<file path="src/rtl/dwii_pkg.sv">
package dwii_pkg;

    localparam int DEPTH      = 16;
    localparam int DATA_WIDTH = 32;
    localparam int ADDR_W     = (DEPTH > 1) ? $clog2(DEPTH) : 1;
    localparam int CNT_W      = $clog2(DEPTH + 1);

    localparam int MODE_W = 3;
    localparam int VAL_W  = 32;
    localparam int POS_W  = 5;
    localparam int FILL_W = 5;

    typedef enum logic [MODE_W-1:0] {
        MODE_PUSH_FRONT = 3'd0,
        MODE_PUSH_BACK  = 3'd1,
        MODE_POP_FRONT  = 3'd2,
        MODE_POP_BACK   = 3'd3,
        MODE_PEEK_FRONT = 3'd4,
        MODE_PEEK_BACK  = 3'd5,
        MODE_INSERT     = 3'd6,
        MODE_REMOVE     = 3'd7
    } mode_t;

    typedef logic [ADDR_W-1:0]     addr_t;
    typedef logic [CNT_W-1:0]      cnt_t;
    typedef logic [DATA_WIDTH-1:0] data_t;

    // physical slot of logical index idx (idx <= DEPTH)
    function automatic addr_t slot_of(addr_t head, cnt_t idx);
        logic [CNT_W:0] sum;
        sum = (CNT_W+1)'(head) + (CNT_W+1)'(idx);
        if (sum >= (CNT_W+1)'(DEPTH)) begin
            sum = sum - (CNT_W+1)'(DEPTH);
        end
        return ADDR_W'(sum);
    endfunction

endpackage

</file>
<file path="src/rtl/dwii_ram.sv">
module dwii_ram #(
    parameter int WIDTH = 32,
    parameter int DEPTH = 16
) (
    input  logic                     aclk,
    input  logic                     we,
    input  logic [$clog2(DEPTH)-1:0] waddr,
    input  logic [WIDTH-1:0]         wdata,
    input  logic                     re,
    input  logic [$clog2(DEPTH)-1:0] raddr,
    output logic [WIDTH-1:0]         rdata
);

    logic [WIDTH-1:0] mem [DEPTH];
    logic [WIDTH-1:0] rdata_reg;

    always_ff @(posedge aclk) begin
        if (we) begin
            mem[waddr] <= wdata;
        end
        if (re) begin
            rdata_reg <= mem[raddr];
        end
    end

    assign rdata = rdata_reg;

endmodule

</file>
<file path="src/rtl/deque_with_indexed_insert_core.sv">
// Push, tail insert, refused: to done; pop/peek: via read state; insert/remove: via shifts.
// One request in flight; the next is taken once the result is in the output register.
// Cost is set by the ring RAM, one read and one write per cycle: one entry moved per cycle.
// Reset (aresetn, sync, active low): empty, head at slot 0, no result pending.
// RAM contents are not cleared; only occupied entries are ever read.
module deque_with_indexed_insert_core (
    input  logic                         aclk,
    input  logic                         aresetn,
    input  logic                         s_valid,
    output logic                         s_ready,
    input  logic [dwii_pkg::MODE_W-1:0]  s_mode,
    input  logic [dwii_pkg::VAL_W-1:0]   s_item_value,
    input  logic [dwii_pkg::POS_W-1:0]   s_position,
    output logic                         m_valid,
    input  logic                         m_ready,
    output logic                         m_ok,
    output logic [dwii_pkg::VAL_W-1:0]   m_read_value,
    output logic [dwii_pkg::FILL_W-1:0]  m_fill
);
    import dwii_pkg::*;

    typedef enum logic [2:0] {
        ST_IDLE,
        ST_READ,
        ST_INS,
        ST_INS_LAST,
        ST_REM_FIRST,
        ST_REM,
        ST_DONE
    } state_t;

    state_t             state_reg, state_next;
    addr_t              head_reg, head_next;
    cnt_t               count_reg, count_next;
    cnt_t               idx_reg, idx_next;
    cnt_t               pos_reg, pos_next;
    data_t              val_reg, val_next;
    logic               ok_reg, ok_next;
    data_t              rd_reg, rd_next;
    logic               m_valid_reg, m_valid_next;
    logic               m_ok_reg, m_ok_next;
    logic [VAL_W-1:0]   m_read_value_reg, m_read_value_next;
    logic [FILL_W-1:0]  m_fill_reg, m_fill_next;

    logic               we, re;
    addr_t              waddr, raddr;
    data_t              wdata, rdata;

    logic               acc, full, empty;
    addr_t              head_dec, head_inc;
    logic [31:0]        pos_w, cnt_w;
    data_t              val_in;
    cnt_t               pos_in;

    dwii_ram #(
        .WIDTH (DATA_WIDTH),
        .DEPTH (DEPTH)
    ) u_ram (
        .aclk  (aclk),
        .we    (we),
        .waddr (waddr),
        .wdata (wdata),
        .re    (re),
        .raddr (raddr),
        .rdata (rdata)
    );

    assign s_ready = (state_reg == ST_IDLE);
    assign acc     = s_valid && s_ready;
    assign full    = (count_reg == CNT_W'(DEPTH));
    assign empty   = (count_reg == '0);
    assign head_dec = (head_reg == '0) ? ADDR_W'(DEPTH - 1) : head_reg - 1'b1;
    assign head_inc = (head_reg == ADDR_W'(DEPTH - 1)) ? '0 : head_reg + 1'b1;
    assign pos_w   = 32'(s_position);
    assign cnt_w   = 32'(count_reg);
    assign val_in  = DATA_WIDTH'(s_item_value);
    assign pos_in  = CNT_W'(s_position);

    always_comb begin
        state_next        = state_reg;
        head_next         = head_reg;
        count_next        = count_reg;
        idx_next          = idx_reg;
        pos_next          = pos_reg;
        val_next          = val_reg;
        ok_next           = ok_reg;
        rd_next           = rd_reg;
        m_valid_next      = m_valid_reg && !m_ready;
        m_ok_next         = m_ok_reg;
        m_read_value_next = m_read_value_reg;
        m_fill_next       = m_fill_reg;
        we    = 1'b0;
        waddr = '0;
        wdata = '0;
        re    = 1'b0;
        raddr = '0;

        unique case (state_reg)
            ST_IDLE: begin
                if (acc) begin
                    ok_next    = 1'b0;
                    rd_next    = '0;
                    val_next   = val_in;
                    pos_next   = pos_in;
                    state_next = ST_DONE;
                    unique case (mode_t'(s_mode))
                        MODE_PUSH_FRONT: begin
                            if (!full) begin
                                head_next  = head_dec;
                                we         = 1'b1;
                                waddr      = head_dec;
                                wdata      = val_in;
                                count_next = count_reg + 1'b1;
                                ok_next    = 1'b1;
                            end
                        end
                        MODE_PUSH_BACK: begin
                            if (!full) begin
                                we         = 1'b1;
                                waddr      = slot_of(head_reg, count_reg);
                                wdata      = val_in;
                                count_next = count_reg + 1'b1;
                                ok_next    = 1'b1;
                            end
                        end
                        MODE_POP_FRONT: begin
                            if (!empty) begin
                                re         = 1'b1;
                                raddr      = head_reg;
                                head_next  = head_inc;
                                count_next = count_reg - 1'b1;
                                ok_next    = 1'b1;
                                state_next = ST_READ;
                            end
                        end
                        MODE_POP_BACK: begin
                            if (!empty) begin
                                re         = 1'b1;
                                raddr      = slot_of(head_reg, count_reg - 1'b1);
                                count_next = count_reg - 1'b1;
                                ok_next    = 1'b1;
                                state_next = ST_READ;
                            end
                        end
                        MODE_PEEK_FRONT: begin
                            if (!empty) begin
                                re         = 1'b1;
                                raddr      = head_reg;
                                ok_next    = 1'b1;
                                state_next = ST_READ;
                            end
                        end
                        MODE_PEEK_BACK: begin
                            if (!empty) begin
                                re         = 1'b1;
                                raddr      = slot_of(head_reg, count_reg - 1'b1);
                                ok_next    = 1'b1;
                                state_next = ST_READ;
                            end
                        end
                        MODE_INSERT: begin
                            if (!full && pos_w <= cnt_w) begin
                                count_next = count_reg + 1'b1;
                                ok_next    = 1'b1;
                                if (pos_w == cnt_w) begin
                                    we    = 1'b1;
                                    waddr = slot_of(head_reg, count_reg);
                                    wdata = val_in;
                                end else begin
                                    re         = 1'b1;
                                    raddr      = slot_of(head_reg, count_reg - 1'b1);
                                    idx_next   = count_reg;
                                    state_next = ST_INS;
                                end
                            end
                        end
                        MODE_REMOVE: begin
                            if (pos_w < cnt_w) begin
                                count_next = count_reg - 1'b1;
                                ok_next    = 1'b1;
                                re         = 1'b1;
                                raddr      = slot_of(head_reg, pos_in);
                                idx_next   = pos_in;
                                state_next = ST_REM_FIRST;
                            end
                        end
                    endcase
                end
            end
            ST_READ: begin
                rd_next    = rdata;
                state_next = ST_DONE;
            end
            // move entries one place back, from the tail down to the insert position
            ST_INS: begin
                we    = 1'b1;
                waddr = slot_of(head_reg, idx_reg);
                wdata = rdata;
                if (idx_reg > pos_reg + 1'b1) begin
                    re       = 1'b1;
                    raddr    = slot_of(head_reg, idx_reg - 2'd2);
                    idx_next = idx_reg - 1'b1;
                end else begin
                    state_next = ST_INS_LAST;
                end
            end
            ST_INS_LAST: begin
                we         = 1'b1;
                waddr      = slot_of(head_reg, pos_reg);
                wdata      = val_reg;
                state_next = ST_DONE;
            end
            // count_reg already holds the reduced count here
            ST_REM_FIRST: begin
                rd_next = rdata;
                if (pos_reg < count_reg) begin
                    re         = 1'b1;
                    raddr      = slot_of(head_reg, pos_reg + 1'b1);
                    state_next = ST_REM;
                end else begin
                    state_next = ST_DONE;
                end
            end
            ST_REM: begin
                we    = 1'b1;
                waddr = slot_of(head_reg, idx_reg);
                wdata = rdata;
                if (idx_reg + 1'b1 < count_reg) begin
                    re       = 1'b1;
                    raddr    = slot_of(head_reg, idx_reg + 2'd2);
                    idx_next = idx_reg + 1'b1;
                end else begin
                    state_next = ST_DONE;
                end
            end
            ST_DONE: begin
                if (!m_valid_reg || m_ready) begin
                    m_valid_next      = 1'b1;
                    m_ok_next         = ok_reg;
                    m_read_value_next = VAL_W'(rd_reg);
                    m_fill_next       = FILL_W'(count_reg);
                    state_next        = ST_IDLE;
                end
            end
            default: begin
                state_next = ST_IDLE;
            end
        endcase
    end

    always_ff @(posedge aclk) begin
        if (!aresetn) begin
            state_reg   <= ST_IDLE;
            head_reg    <= '0;
            count_reg   <= '0;
            m_valid_reg <= 1'b0;
        end else begin
            state_reg   <= state_next;
            head_reg    <= head_next;
            count_reg   <= count_next;
            m_valid_reg <= m_valid_next;
        end
        idx_reg          <= idx_next;
        pos_reg          <= pos_next;
        val_reg          <= val_next;
        ok_reg           <= ok_next;
        rd_reg           <= rd_next;
        m_ok_reg         <= m_ok_next;
        m_read_value_reg <= m_read_value_next;
        m_fill_reg       <= m_fill_next;
    end

    assign m_valid      = m_valid_reg;
    assign m_ok         = m_ok_reg;
    assign m_read_value = m_read_value_reg;
    assign m_fill       = m_fill_reg;

    a_count_bound: assert property (@(posedge aclk) disable iff (!aresetn)
        count_reg <= CNT_W'(DEPTH))
        else $error("entry count above depth");

    a_refused_zero: assert property (@(posedge aclk) disable iff (!aresetn)
        m_valid && !m_ok |-> m_read_value == '0)
        else $error("refused request returned data");

    a_no_rw_clash: assert property (@(posedge aclk) disable iff (!aresetn)
        we && re |-> waddr != raddr)
        else $error("read and write to same slot in one cycle");

    a_fill_matches: assert property (@(posedge aclk) disable iff (!aresetn)
        state_reg == ST_DONE && (!m_valid || m_ready) |=> m_fill == FILL_W'(count_reg))
        else $error("reported fill differs from entry count");

endmodule
</file>
<file path="config.mk">
export PLATFORM = sky130hd
export DESIGN_NAME = deque_with_indexed_insert_core
export DESIGN_NICKNAME = d
export VERILOG_FILES = /design/src/rtl/dwii_pkg.sv /design/src/rtl/dwii_ram.sv /design/src/rtl/deque_with_indexed_insert_core.sv
export SDC_FILE = /design/constraint.sdc
export NUM_CORES = 1
export LEC_CHECK = 0
export CAP_MARGIN = 5
export CORE_UTILIZATION = 65
export DETAILED_ROUTE_END_ITERATION = 10
export DONT_BUFFER_PORTS = 1
export MAX_ROUTING_LAYER = met4
export PLACE_DENSITY = 0.8
export SYNTH_ARGS = -nofsm -noshare
export SYNTH_HDL_FRONTEND = slang
export SYNTH_HIERARCHICAL = 1
export SYNTH_SLANG_ARGS = --single-unit
</file>
<file path="constraint.sdc">
create_clock -name aclk -period 12.1 [get_ports aclk]
set_clock_uncertainty 0.1 [all_clocks]
set_input_delay 0.605 -clock aclk [delete_from_list [all_inputs] [get_ports aclk]]
set_output_delay 0.605 -clock aclk [all_outputs]
set_load 0.02 [all_outputs]
</file>
==> flow_summary.json, run 1 <==
{
  "gp_congestion": 0.932,
  "synthesis.nets": 1555,
  "number_of_flops_mapped_to_enable_cells_by_yosys": 657,
  "std_cell_rows": 74,
  "timing.max_slew.rel_slack_pct": 20.4,
  "drc": 6,
  "cts_buf_count": 66,
  "run_status": "finished, violations left",
  "number_of_global_route_vias_before_repair": 15071,
  "clock-root-buffer": "sky130_fd_sc_hd__clkbuf_16",
  "detailedRoute.firstPassIterationCount": 9,
  "cts.htree.levels": 3,
  "cells_after_synth": 1456,
  "post-route-period-util_pct": 42.2,
  "design_power_total_mw": 7.82,
  "postCtsResizedCells": 0,
  "largest-register": "u_ram/mem",
  "cts_sinks": 670,
  "drive_gt1_share_pct": 19.1,
  "fin_worst_hold_slack_ns": 0.0394,
  "nets": 1621,
  "initial_core_util_pct": 66.4,
  "area_delta_synth_final_pct": 11.6,
  "grt_util_all_layers_pct": 33.6,
  "syn_avg_cell_area_um2": 18.7,
  "placed_area_um2": 28000,
  "most_common_library_cell_in_the_layout_ignoring_fill_and_taps": "sky130_fd_sc_hd__edfxtp_1",
  "timing.critical_path.required_ns": 12.33,
  "path_max_fanout": 65,
  "io_pins": 84,
  "commonest_cells_after_routing_fill_and_taps_aside": "sky130_fd_sc_hd__edfxtp_1 (657), sky130_fd_sc_hd__mux4_2 (128), sky130_fd_sc_hd__a22oi_1 (70)",
  "setup.worst_path.class": "reg -> reg",
  "grt.overflow.total": 0,
  "hpwl_um": 33800,
  "violations": "DRC",
  "final_cell_area_um2": 30500,
  "min-delay-path-class": "in -> reg",
  "setup_viol": 0,
  "drtAntennaViolNets": 0,
  "port_buffers": 0,
  "timing.critical_path.to_type": "flop",
  "wl_um": 67000,
  "fmaxAchievable_mhz": 196,
  "dominantRegCellSynth": "sky130_fd_sc_hd__edfxtp_1",
  "antenna_found_initial": 2,
  "dieArea_um2": 42800,
  "clock_path_buffers": 3,
  "ys_seq_area_share_pct": 73.2,
  "detailroute.via_count": 14973,
  "die_width_um": 207,
  "tritoncts": "done",
  "largest_net_degree_at_the_start_of_global_routing": 106,
  "worst_ir_drop_vdd_mv": 0.273,
  "timing_hold_violations_final": 0,
  "clkSlewWorstSetupHoldPaths_ns": 0.06,
  "distinct_cell_type_count_after_synthesis": 71,
  "finalSetupTns_ns": 0,
  "rsz0062_at_grt": "no",
  "drt-wirelength-per-cell_um": 31.9,
  "worst_slew_pin_slew_ns": 1.19,
  "timing.critical_path.from_type": "flop",
  "max-cap-violations": 0,
  "min_period_ns": 5.11,
  "via_to_cell_ratio": 7.14,
  "powerDensity_nw_per_um2": 257,
  "clk-insertion-delay-late_ns": 0.60,
  "total_of_flip_flops_plus_latches_after_synthesis": 670,
  "static-leakage-power_nw": 10.1,
  "post_synth_instance_area_um2": 27300,
  "final-max-slew-violation-count": 0,
  "yosysWarningCount": 6,
  "grt_first_pass_wirelength_um": 97300,
  "number_of_design_rule_violations_left_by_the_first_detailed_router_iteration": 2148,
  "arrival_ns": 5.34,
  "floorplan.core_area_um2": 41100,
  "chipHeight_um": 207,
  "postSynth.asyncResetShare_pct": 0,
  "max_reg_flops": 512
}
-- worst max-delay path: stages, from the launching register on --
cell                       delay (ns)
sky130_fd_sc_hd__edfxtp_1        0.54
sky130_fd_sc_hd__ha_1            0.33
sky130_fd_sc_hd__xor2_1          0.17
sky130_fd_sc_hd__ha_1            0.30
sky130_fd_sc_hd__a21o_1          0.15
sky130_fd_sc_hd__a31oi_1         0.19
sky130_fd_sc_hd__o21ai_0         0.19
sky130_fd_sc_hd__nor2_1          0.26
sky130_fd_sc_hd__nor2_1          0.15
sky130_fd_sc_hd__o221ai_4        0.21
sky130_fd_sc_hd__buf_4           0.53
sky130_fd_sc_hd__buf_4           0.87
sky130_fd_sc_hd__mux4_2          0.42
sky130_fd_sc_hd__a22oi_1         0.27
sky130_fd_sc_hd__nand2_1         0.10
-- per-stage QoR --
| step | utilization [%] | instances | setup slack, ns |
|---|---|---|---|
| 6_report | 74.1 | 2098 | 6.99 |
| 5_1_grt | 74.1 | 2098 | 6.67 |
| 3_3_place_gp | 68.2 | 1949 | 7.16 |
| 4_1_cts | 74.1 | 2097 | 7.00 |
| 3_5_place_dp | 68.2 | 1949 | 7.11 |
| 2_1_floorplan | - | 1456 | 6.39 |
-- final cells by class --
class	count	area (um2)
flip-flops and latches	670	20000
fillers	2288	10600
multi-input cells	650	6890
clock buffers	81	1760
well taps	532	666
repair buffers	69	623
clock inverters	30	294
inverters	65	244
diodes	1	2.50
-- report_power, final --
group	switching (mW)	total [mW]	internal, mW
clock network	0.861	1.99	1.13
logic	1.49	2.33	0.838
registers	0.200	3.50	3.30
-- final timing paths --
path / from / to / slack, ns / cells after the start
setup reg to reg: idx_reg[0] / u_ram/rdata[15] / 6.99 / 14
hold reg to reg: rd_reg[1] / m_read_value[1] / 0.31 / 0
setup / recovery: idx_reg[0] / u_ram/rdata[15] / 6.99 / 14
hold / removal: aresetn / state_reg[1] / 0.04 / 1
-- synthesized netlist by cell type (3+ instances only) --
cell type | n | share of area [%]
sky130_fd_sc_hd__buf_4 | 12 | 0.33
sky130_fd_sc_hd__nor2b_1 | 6 | 0.14
sky130_fd_sc_hd__ha_1 | 49 | 2.2
sky130_fd_sc_hd__o22ai_1 | 7 | 0.16
sky130_fd_sc_hd__inv_1 | 60 | 0.83
sky130_fd_sc_hd__o31ai_1 | 3 | 0.083
sky130_fd_sc_hd__inv_2 | 5 | 0.069
sky130_fd_sc_hd__fa_1 | 6 | 0.44
sky130_fd_sc_hd__o221ai_1 | 5 | 0.16
sky130_fd_sc_hd__clkbuf_1 | 32 | 0.44
sky130_fd_sc_hd__a21o_1 | 11 | 0.30
sky130_fd_sc_hd__nor3_1 | 14 | 0.26
sky130_fd_sc_hd__mux2i_1 | 8 | 0.29
sky130_fd_sc_hd__edfxtp_1 | 657 | 72
sky130_fd_sc_hd__xor2_1 | 12 | 0.39
sky130_fd_sc_hd__buf_2 | 14 | 0.26
sky130_fd_sc_hd__nor4_1 | 3 | 0.069
sky130_fd_sc_hd__xnor2_1 | 24 | 0.77
sky130_fd_sc_hd__buf_1 | 9 | 0.12
sky130_fd_sc_hd__a21oi_1 | 36 | 0.66
sky130_fd_sc_hd__nand3_1 | 15 | 0.28
sky130_fd_sc_hd__mux2_2 | 3 | 0.12
sky130_fd_sc_hd__nand2b_1 | 7 | 0.16
sky130_fd_sc_hd__o21a_1 | 7 | 0.19
sky130_fd_sc_hd__dfxtp_1 | 13 | 0.95
sky130_fd_sc_hd__nand2_1 | 61 | 0.84
sky130_fd_sc_hd__and2_1 | 34 | 0.78
sky130_fd_sc_hd__a222oi_1 | 32 | 1.2
sky130_fd_sc_hd__mux4_2 | 128 | 11
sky130_fd_sc_hd__a22oi_1 | 70 | 1.9
sky130_fd_sc_hd__and3_1 | 4 | 0.092
sky130_fd_sc_hd__buf_6 | 4 | 0.17
sky130_fd_sc_hd__nor2_1 | 36 | 0.50
sky130_fd_sc_hd__o21ai_0 | 20 | 0.37
-- cells by family after synthesis --
family	synth area share, %
AO/OA/AOI/OAI	6.09
buffers and inverters	2.21
AND/OR/NAND/NOR	3.56
flip-flops	73.2
XOR/XNOR	1.24
adder cells (fa/ha/maj)	2.69
multiplexers	11.0
-- what timing repair did --
item / 4_1_cts / 5_1_grt
setup buffers: 0 / 0
hold buffers: 37 / 0
endpoints found under the hold margin: 37 / 0
-- per-layer routing --
metal	GRT usage [%]	wire (um)	vias to the layer above
met1	44.4	23800	7605
met4	12.7	2340	0
met3	6.83	7750	175
li1	-	-	6056
met5	-	0	-
met2	52.2	33100	1137
(Power assumes the default switching activity.)
==> run 2: changes to the inputs <==
- CORE_UTILIZATION: 65 -> 57
- PLACE_DENSITY: 0.8 -> 0.74
- clock period: 12.1 -> 4.1 ns (I/O delays scaled with it)
==> flow_summary.json, run 2 (same netlist as run 1, synthesis figures left out) <==
{
  "number_of_instances_on_the_worst_hold_path": 4,
  "setup.worst_path.class": "reg -> reg",
  "post-route-worst-setup-slack_ns": 0.182,
  "layout.filler_cells": 2942,
  "nets": 1713,
  "worst_slew_pin_slew_ns": 0.826,
  "violations": "DRC",
  "antenna_found_initial": 1,
  "floorplan.core_area_um2": 46900,
  "timing.critical_path.from_type": "flop",
  "rsz0062_at_grt": "no",
  "routed_length_on_met2_um": 32800,
  "timing.max_slew.rel_slack_pct": 44.6,
  "r2r_end": "u_ram/rdata[11]",
  "path_max_fanout": 23,
  "worst-r2r-cell-count": 16,
  "cpLargestDelayFamily": "compound AO/OA/AOI/OAI gates",
  "wp_buf_inv": 4,
  "std_cell_rows": 79,
  "cts_sinks": 670,
  "port_buffers": 0,
  "arrival_ns": 4.17,
  "fmaxAchievable_mhz": 255,
  "drc": 6,
  "timing.critical_path.to_type": "flop",
  "min-delay-path-class": "in -> reg",
  "clock-root-buffer": "sky130_fd_sc_hd__clkbuf_16",
  "tritoncts": "done",
  "r2r_setup_slack_ns": 0.18,
  "grt.overflow.total": 0,
  "number_of_design_rule_violations_left_by_the_first_detailed_router_iteration": 1891,
  "io_pins": 84,
  "grt_util_all_layers_pct": 28.3,
  "cts_buf_count": 68,
  "route.top_layer_used": "met4",
  "static-leakage-power_nw": 10.8,
  "worst_ir_drop_vdd_mv": 0.521,
  "via_to_cell_ratio": 6.59,
  "post_layout_instance_count_excluding_filler_cells": 2271,
  "die_width_um": 221,
  "clkSlewWorstSetupHoldPaths_ns": 0.06,
  "post-place-ws_ns": 0.0123,
  "cts.htree.levels": 3,
  "run_status": "finished, violations left",
  "setup_viol": 0,
  "largest-register": "u_ram/mem",
  "powerDensity_nw_per_um2": 756,
  "dieArea_um2": 48800,
  "gp_congestion": 0.922,
  "largest_net_degree_at_the_start_of_global_routing": 75,
  "timing.critical_path.required_ns": 4.35,
  "drive_gt1_share_pct": 24.0,
  "most_common_library_cell_in_the_layout_ignoring_fill_and_taps": "sky130_fd_sc_hd__edfxtp_1",
  "chipHeight_um": 221,
  "clk-insertion-delay-late_ns": 0.61,
  "worst_hold_startpoint": "s_mode[0]",
  "cell_chain_of_the_critical_path": "ha_1 -> xor2_1 -> inv_1 -> ha_1 -> and3_1 -> o21a_1 -> o311ai_1 -> buf_4 -> o221ai_1 -> a22oi_1 -> o31ai_2 -> buf_4 -> and2_1 -> buf_6 -> a22oi_1 -> nand2_1",
  "detailedRoute.firstPassIterationCount": 11,
  "cpPeakStageDelay_ns": 0.42,
  "hpwl_um": 37000,
  "crit_slowest_cell": "sky130_fd_sc_hd__edfxtp_1",
  "drtAntennaViolNets": 0,
  "post-route-period-util_pct": 95.6,
  "min_period_ns": 3.92,
  "final-max-slew-violation-count": 0,
  "place.detailed.instances": 2100,
  "met1Wirelength_um": 25900,
  "drt-wirelength-per-cell_um": 29.6,
  "clock_path_buffers": 3,
  "commonest_cells_after_routing_fill_and_taps_aside": "sky130_fd_sc_hd__edfxtp_1 (657), sky130_fd_sc_hd__mux4_2 (128), sky130_fd_sc_hd__buf_4 (78)",
  "timing_hold_violations_final": 0,
  "max_reg_flops": 512,
  "number_of_global_route_vias_before_repair": 15159,
  "placed_area_um2": 29100,
  "initial_core_util_pct": 58.3,
  "met3RoutedLength_um": 6420,
  "wl_um": 67300,
  "final_cell_area_um2": 31900,
  "grt_first_pass_wirelength_um": 97400,
  "n_antenna_cell": 0,
  "whs_endpoint": "count_reg[0]",
  "max-cap-violations": 0,
  "area_delta_synth_final_pct": 16.9,
  "detailroute.via_count": 14960,
  "worst_r2r_startpoint": "pos_reg[0]"
}
==> run 2: cell count changes in the layout (fill, tap and decap cells not counted), moves of 4 or more <==
cell,before,now
sky130_fd_sc_hd__clkinv_1,8,12
sky130_fd_sc_hd__buf_6,0,5
sky130_fd_sc_hd__buf_4,31,78
sky130_fd_sc_hd__dlygate4sd3_1,37,44
sky130_fd_sc_hd__nor3_2,4,0
sky130_fd_sc_hd__clkinvlp_4,5,1
sky130_fd_sc_hd__buf_12,1,26
sky130_fd_sc_hd__nor3_4,0,4
sky130_fd_sc_hd__clkbuf_16,68,74
sky130_fd_sc_hd__clkinv_2,7,12
==> run 2: final cells by class <==
class	count	area, um2	area share, %
clock buffer	81	1810	5.69
sequential	670	20000	62.7
clock inverter	39	399	1.25
inverter	65	244	0.765
tap	607	759	2.38
timing repair buffer	157	1710	5.34
multi-input combinational	652	7000	21.9
==> run 2: how the worst max path moves through the flow <==
stage               slack (ns)                to  depth (start not counted)         start
floorplan                -0.44  u_ram/mem[10][0]                         11  count_reg[4]
global placement          0.10   u_ram/rdata[12]                         15    pos_reg[0]
detailed placement        0.01   u_ram/rdata[15]                         15    pos_reg[0]
CTS                       0.02  u_ram/mem[0][27]                         16  state_reg[0]
global route             0.002   u_ram/rdata[12]                         14    idx_reg[1]
finish                    0.18   u_ram/rdata[11]                         16    pos_reg[0]
==> run 2: through the flow <==
step           hold WS, ns  setup TNS (ns)  power, mW  util, %
2_1_floorplan        0.204          -54.03       14.9        -
3_3_place_gp         0.204               0       17.4     62.1
3_5_place_dp         0.204               0       17.6     62.1
4_1_cts           0.000106               0       23.9     67.7
5_1_grt             0.0559               0       25.1     68.1
6_report            0.0318               0       24.1     68.1
==> run 2: tightest hold or removal path: cells and delay by family <==
kind             cells  cell delay [ns]
AND/OR/NAND/NOR      1             0.12
AO/OA/AOI/OAI        3             0.36
==> run 2: metal layers <==
metal  global-route usage, %  vias up
met3                    5.15      144
li1                        -     6262
met5                       -        -
met1                    37.7     7629
met4                    10.5        0
met2                    44.2      925
==> run 2: timing repair <==
item                                    4_1_cts  5_1_grt
hold endpoints to repair                     56        0
hold buffers                                 44        0
resized for setup                             1       15
pin swaps                                     0        2
endpoints found under the setup margin        3      234
cloned                                        0        5
setup buffers                                 0        2
==> run 2: power by group <==
part           switching, mW  internal [mW]
clock network           2.57           3.61
logic                   4.61           3.09
registers              0.529           9.72
total                   7.70           16.4
